===== src/hw/rtl/vgd_pkg.sv =====
// Shared constants and types for the voxel grid downsampler.
// No dependencies.
`default_nettype none
package vgd_pkg;
    localparam int EDGE_W   = 23;
    localparam int Q_DEPTH  = 4;
    localparam int Q_PTR_W  = 2;
    localparam logic [EDGE_W-1:0] EDGE_RESET = 23'd256;

    // classification of a queued point transaction
    typedef struct packed {
        logic keep;     // stored (store not full)
        logic last_pt;  // closes the set
    } vgd_tag_t;
endpackage
`default_nettype wire


===== src/hw/rtl/vgd_front.sv =====
// Front end: takes point transactions, assigns store slots, queues them.
// Depends on vgd_pkg.
`default_nettype none
module vgd_front #(
    parameter int MAX_POINTS = 1024,
    parameter int COORD_BITS = 24
) (
    input  wire                        clk,
    input  wire                        rstn,
    input  wire                        hold_off,
    input  wire                        s_valid,
    output logic                       s_ready,
    input  wire  [COORD_BITS-1:0]      s_x,
    input  wire  [COORD_BITS-1:0]      s_y,
    input  wire  [COORD_BITS-1:0]      s_z,
    input  wire                        s_last,
    output logic                       q_valid,
    input  wire                        q_pop,
    output logic [COORD_BITS-1:0]      q_x,
    output logic [COORD_BITS-1:0]      q_y,
    output logic [COORD_BITS-1:0]      q_z,
    output logic [((MAX_POINTS>1)?$clog2(MAX_POINTS):1)-1:0] q_idx,
    output vgd_pkg::vgd_tag_t          q_tag
);
    localparam int CNT_W = $clog2(MAX_POINTS + 1);
    localparam int PI_W  = (MAX_POINTS > 1) ? $clog2(MAX_POINTS) : 1;
    localparam int PW    = vgd_pkg::Q_PTR_W;

    logic [COORD_BITS-1:0] qx_reg [vgd_pkg::Q_DEPTH];
    logic [COORD_BITS-1:0] qy_reg [vgd_pkg::Q_DEPTH];
    logic [COORD_BITS-1:0] qz_reg [vgd_pkg::Q_DEPTH];
    logic [PI_W-1:0]       qi_reg [vgd_pkg::Q_DEPTH];
    vgd_pkg::vgd_tag_t     qt_reg [vgd_pkg::Q_DEPTH];
    logic [PW-1:0]         wr_ptr_reg, rd_ptr_reg;
    logic [PW:0]           count_reg;
    logic [CNT_W-1:0]      held_reg;
    logic                  push;
    logic                  keep;

    assign s_ready = (count_reg != (PW+1)'(vgd_pkg::Q_DEPTH)) && !hold_off;
    assign push    = s_valid && s_ready;
    assign keep    = (held_reg < CNT_W'(MAX_POINTS));
    assign q_valid = (count_reg != '0);
    assign q_x     = qx_reg[rd_ptr_reg];
    assign q_y     = qy_reg[rd_ptr_reg];
    assign q_z     = qz_reg[rd_ptr_reg];
    assign q_idx   = qi_reg[rd_ptr_reg];
    assign q_tag   = qt_reg[rd_ptr_reg];

    always_ff @(posedge clk) begin
        if (push) begin
            qx_reg[wr_ptr_reg] <= s_x;
            qy_reg[wr_ptr_reg] <= s_y;
            qz_reg[wr_ptr_reg] <= s_z;
            qi_reg[wr_ptr_reg] <= held_reg[PI_W-1:0];
            qt_reg[wr_ptr_reg] <= '{keep: keep, last_pt: s_last};
        end
    end

    always_ff @(posedge clk) begin
        if (!rstn) begin
            wr_ptr_reg <= '0;
            rd_ptr_reg <= '0;
            count_reg  <= '0;
            held_reg   <= '0;
        end else begin
            if (push) begin
                wr_ptr_reg <= wr_ptr_reg + PW'(1);
                if (s_last) begin
                    held_reg <= '0;
                end else if (keep) begin
                    held_reg <= held_reg + CNT_W'(1);
                end
            end
            if (q_pop) begin
                rd_ptr_reg <= rd_ptr_reg + PW'(1);
            end
            if (push && !q_pop) begin
                count_reg <= count_reg + (PW+1)'(1);
            end else if (!push && q_pop) begin
                count_reg <= count_reg - (PW+1)'(1);
            end
        end
    end

    a_count_bound: assert property (@(posedge clk) disable iff (!rstn)
        count_reg <= (PW+1)'(vgd_pkg::Q_DEPTH))
        else $error("queue overfilled");
endmodule
`default_nettype wire


===== config.mk =====
export PLATFORM = sky130hd
export DESIGN_NAME = vgd_front
export DESIGN_NICKNAME = d
export VERILOG_FILES = /design/src/hw/rtl/vgd_pkg.sv /design/src/hw/rtl/vgd_front.sv
export SDC_FILE = /design/constraint.sdc
export NUM_CORES = 1
export LEC_CHECK = 0
export BUFFER_PORTS_ARGS = -buffer_cell sky130_fd_sc_hd__buf_2
export CAP_MARGIN = 10
export CORE_ASPECT_RATIO = 1.4
export CORE_MARGIN = 8
export CORE_UTILIZATION = 30
export DETAILED_ROUTE_END_ITERATION = 8
export MAX_ROUTING_LAYER = met4
export PLACE_DENSITY_LB_ADDON = 0.15
export SKIP_CTS_REPAIR_TIMING = 1
export SYNTH_ARGS = -nofsm -noshare
export SYNTH_HDL_FRONTEND = slang
export SYNTH_SLANG_ARGS = --single-unit

===== constraint.sdc =====
create_clock -name clk -period 3.7 [get_ports clk]
set_clock_uncertainty 0.15 [all_clocks]
set_input_delay 0.925 -clock clk [delete_from_list [all_inputs] [get_ports clk]]
set_output_delay 0.925 -clock clk [all_outputs]
set_load 0.05 [all_outputs]

# == Word-level counts from Yosys, hierarchy flattened ==
# Memories as Yosys holds them, arrays and structs flattened. A register that Yosys moved wholly into a read port is not among the register bits.
# Index checks and enable logic that the tools add are counted.
# W data, S select, Z words.
# totals
input_bits,78
romBits,0
mem_bits_rw,336
latchBits,0
output_inout_bits,86
regBits,18
memories,5
# classes
shift,0
n_reduce_logical,11
multipliers,0
addsub,5
eq_ne,1
order_cmp,1
div,0
bitwise,0
mux,16
# mem_list
name,depth,width,read_ports,rd_ports_with_merged_regs,write_ports,line_no,rtl
qx_reg,4,24,1,1,1,vgd_front.sv:29,logic [COORD_BITS-1:0] qx_reg [vgd_pkg::Q_DEPTH];
qy_reg,4,24,1,1,1,vgd_front.sv:30,logic [COORD_BITS-1:0] qy_reg [vgd_pkg::Q_DEPTH];
qz_reg,4,24,1,1,1,vgd_front.sv:31,logic [COORD_BITS-1:0] qz_reg [vgd_pkg::Q_DEPTH];
qi_reg,4,10,1,1,1,vgd_front.sv:32,logic [PI_W-1:0] qi_reg [vgd_pkg::Q_DEPTH];
qt_reg,4,2,1,1,1,vgd_front.sv:33,vgd_pkg::vgd_tag_t qt_reg [vgd_pkg::Q_DEPTH];
# ops
operator,n
$mux W11,2
$mux W2,10
$add A11 B1 Y11 const B,1
$lt A11 B11 Y1 const B,1
$mux W3,2
$add A2 B1 Y2 const B,2
$logic_and A1 B1 Y1,4
$reduce_bool A2 Y1,2
$add A3 B1 Y3 const B,1
$logic_not A1 Y1,3
$ne A3 B3 Y1 const B,1
$reduce_bool A3 Y1,1
$sub A3 B1 Y3 const B,1
$mux W1,2
$reduce_and A2 Y1,1

# == Logic depth before layout (Yosys ltp) ==
# depth
depth_word,7
depth_mapped,10

# == Worst setup path before layout ==
# OpenSTA, ideal clock, no wires.
# synth_timing
kind,input to register
from,input port hold_off
to,memory qi_reg[0][0] in the netlist's numbering (enable)
t_arrival_ps,3238
cell_stages,2
path_buffers,0
required_ps,3098
setup_slack_ps,-140
cell_sequence,and2b_2 and3_1
# synth_between
elab_chain_cells,5
# synth_rtl
item,line_no,rtl
from (decl),vgd_front.sv:10,"input wire hold_off,"
$logic_not A1 Y1,vgd_front.sv:40,assign s_ready = (count_reg != (PW+1)'(vgd_pkg::Q_DEPTH)) && !hold_off;
$logic_and A1 B1 Y1,vgd_front.sv:40,
$logic_and A1 B1 Y1,vgd_front.sv:41,assign push = s_valid && s_ready;
$mux W1,vgd_front.sv:51,if (push) begin
$mux W1 (implied by the code),vgd_front.sv:55,qi_reg[wr_ptr_reg] <= held_reg[PI_W-1:0];
to (decl),vgd_front.sv:32,
# No other way between the ends.

==> run metrics <==
status completed; commonest non-fill, non-tap cells in the layout 336 x edfxtp_1, 163 x buf_2, 84 x mux4_2; WP data arrival 2290 ps; vias in the first global route ~7000; Fmax 298 MHz; first-pass GRT wire length approximately 44000 um; Avg Cell Area, Syn 23.6 sq um; Hold/Removal Path Class reg -> reg; first drt pass iteration count 4; share of layout cells above drive strength 1 0.411; Slowest-stage cell, CP dfxtp_4; post-synthesis sequential area ratio 0.799; dominant synthesized flop cell edfxtp_1; RR Endpoint count_reg[2]; Post-Layout Cell Count 1332; Final period util 0.908; crit end category primary output; worst hold start count_reg[2]; gpl congestion 0.730; max_cap viols 0; leakage power about 5.2 nW; grt total ovfl 0; dpl cells 1267; H-tree depth 2; initial antenna violation count 1; RSZ-0062 raised after global routing false; Worst VDD drop approximately 0.00024 V; Vias 6175; Max Slew Vio Count 0; r2r setup slk between 1000 and 1500 ps; Initial Util 0.304; WL final 29000 um; CP Depth 3; setup violators final 0; Starting DRT DRC Count 280; Ys Warns 0; GRT Total Usage 0.118; cells along the critical path buf_4 > mux4_2 > buf_2; Slew Limit Headroom 0.600; Site Rows 90; IO Pins 164; setup ws final 340 ps; Worst Hold Path EP count_reg[2]; Post-Syn Area 13100 sq um; r2r worst-path depth 9; commonest non-fill, non-tap cell in the layout edfxtp_1; Netlist cell types 44; Longest Clk Path Bufs 3; CP Buf/Inv Count 2; net count after synthesis approximately 640; FF+latch count, synth 356; worst hold path stage count 2; setup TNS 0 ps; crit start category register; die width 193 um; Slew @ Worst Pin between 600 and 700 ps; WS Path Type reg -> out; WL/cell 21.8 um; Remaining DRCs 0; Final Critical Period 3360 ps; number of cells produced by synthesis 556; clock root buffer master clkbuf_16; CP delay by family, top flip-flops; Place WS approximately 560 ps; CP max stage delay slightly above 700 ps; largest net degree at the start of global routing 51; Num CTS Buffers 36; clk_lat worst skew about 510 ps; Vert. Die Dim around 260 um; P per Cell Area about 580 nW/um^2; DPL Wire Length 18100 um; number of synthesized flops with an enable pin between 300 and 400; die area 50800 sq um; clock sink count 356; synthesis-to-layout area growth 21.1%; reg2reg start count_reg[0]; Port Buf Inserts 163; Clk pin slew, worst setup/hold paths 60 ps; Post-DRT Antenna Nets 0; CTS tree done; Core ar. 43100 sq um; Fin. Hold Viols 0; Nets 838; CP Max Fanout 22; ys async rst share 0; WP data required 2620 ps; total power 9.26 mW; vias per inst 4.64
## worst max path at each step
stage | from | endpoint | slack, ps
after floorplan | hold_off | qi_reg[0][0] | 800
after global placement | hold_off | count_reg[2] | 600
after detailed placement | hold_off | count_reg[2] | 560
after CTS | register | q_z[2] | 200
after global routing | register | q_z[23] | 170
final | register | q_z[2] | 340
## per-stage QoR
step / hold WS (ps) / util / cell area (sq um)
6_report: 359 / 0.369 / 15900
4_1_cts: 358 / 0.368 / 15900
2_1_floorplan: 311 / - / 13100
3_3_place_gp: 354 / 0.343 / 14800
3_5_place_dp: 345 / 0.343 / 14800
5_1_grt: 380 / 0.369 / 15900
## kinds of logic (layout without fill, tap and decap cells)
logic type | Yosys count | after routing | share of synthesized area
buf+inv | 28 | 251 | 0.00973
compound gates | 20 | 20 | 0.00944
xor+xnor | 5 | 5 | 0.00334
flops | 356 | 356 | 0.799
mux | 87 | 87 | 0.146
other cells | 0 | 1 | 0
simple gates | 53 | 53 | 0.0243
fa+ha+maj | 7 | 7 | 0.00725
## per-layer routing
layer  share of wire  global-route usage  vias up
met1            0.38               0.126     3258
met3           0.038              0.0208       52
met5               0                   -        -
met2            0.55               0.212      121
met4           0.029              0.0428        0
li1                -                   -     2744
## synth_stat cells (all sizes together), types with 3 or more instances
master / instances / area (sq um)
edfxtp: 336 / 10100
mux4: 84 / 1890
dfxtp: 20 / 400
buf: 17 / 86.3
nand2: 10 / 45.0
nor2: 10 / 37.5
a21oi: 9 / 48.8
inv: 8 / 30.0
ha: 6 / 75.1
nand3: 6 / 42.5
and3: 5 / 31.3
o21ai: 4 / 20.0
clkbuf: 3 / 11.3
mux2i: 3 / 30.0
nand4: 3 / 18.8
xor2: 3 / 26.3
## report_power, final
group	switching (mW)	internal [mW]
combinational	0.843	0.377
clock	1.43	2.00
sequential	0.0672	4.54
## worst register-to-register path, stage by stage (launching register included)
cell and delay (ps):
dfxtp_1 410, or3b_1 420, nand2_4 150, inv_2 200
ha_1 220, inv_1 60, fa_1 380, xor2_1 160
or3_1 310, a21oi_1 140
## area by class of cell
class / count / area [sq um]
diodes: 1 / 2.50
clock buffers: 50 / 985
clock inverters: 14 / 118
fillers: 3998 / 27200
inverters: 8 / 30.0
multi-input cells: 172 / 2520
flip-flops and latches: 356 / 10500
well taps: 552 / 691
repair buffers: 179 / 1050
Note: power is estimated with default switching activity, not from simulation.
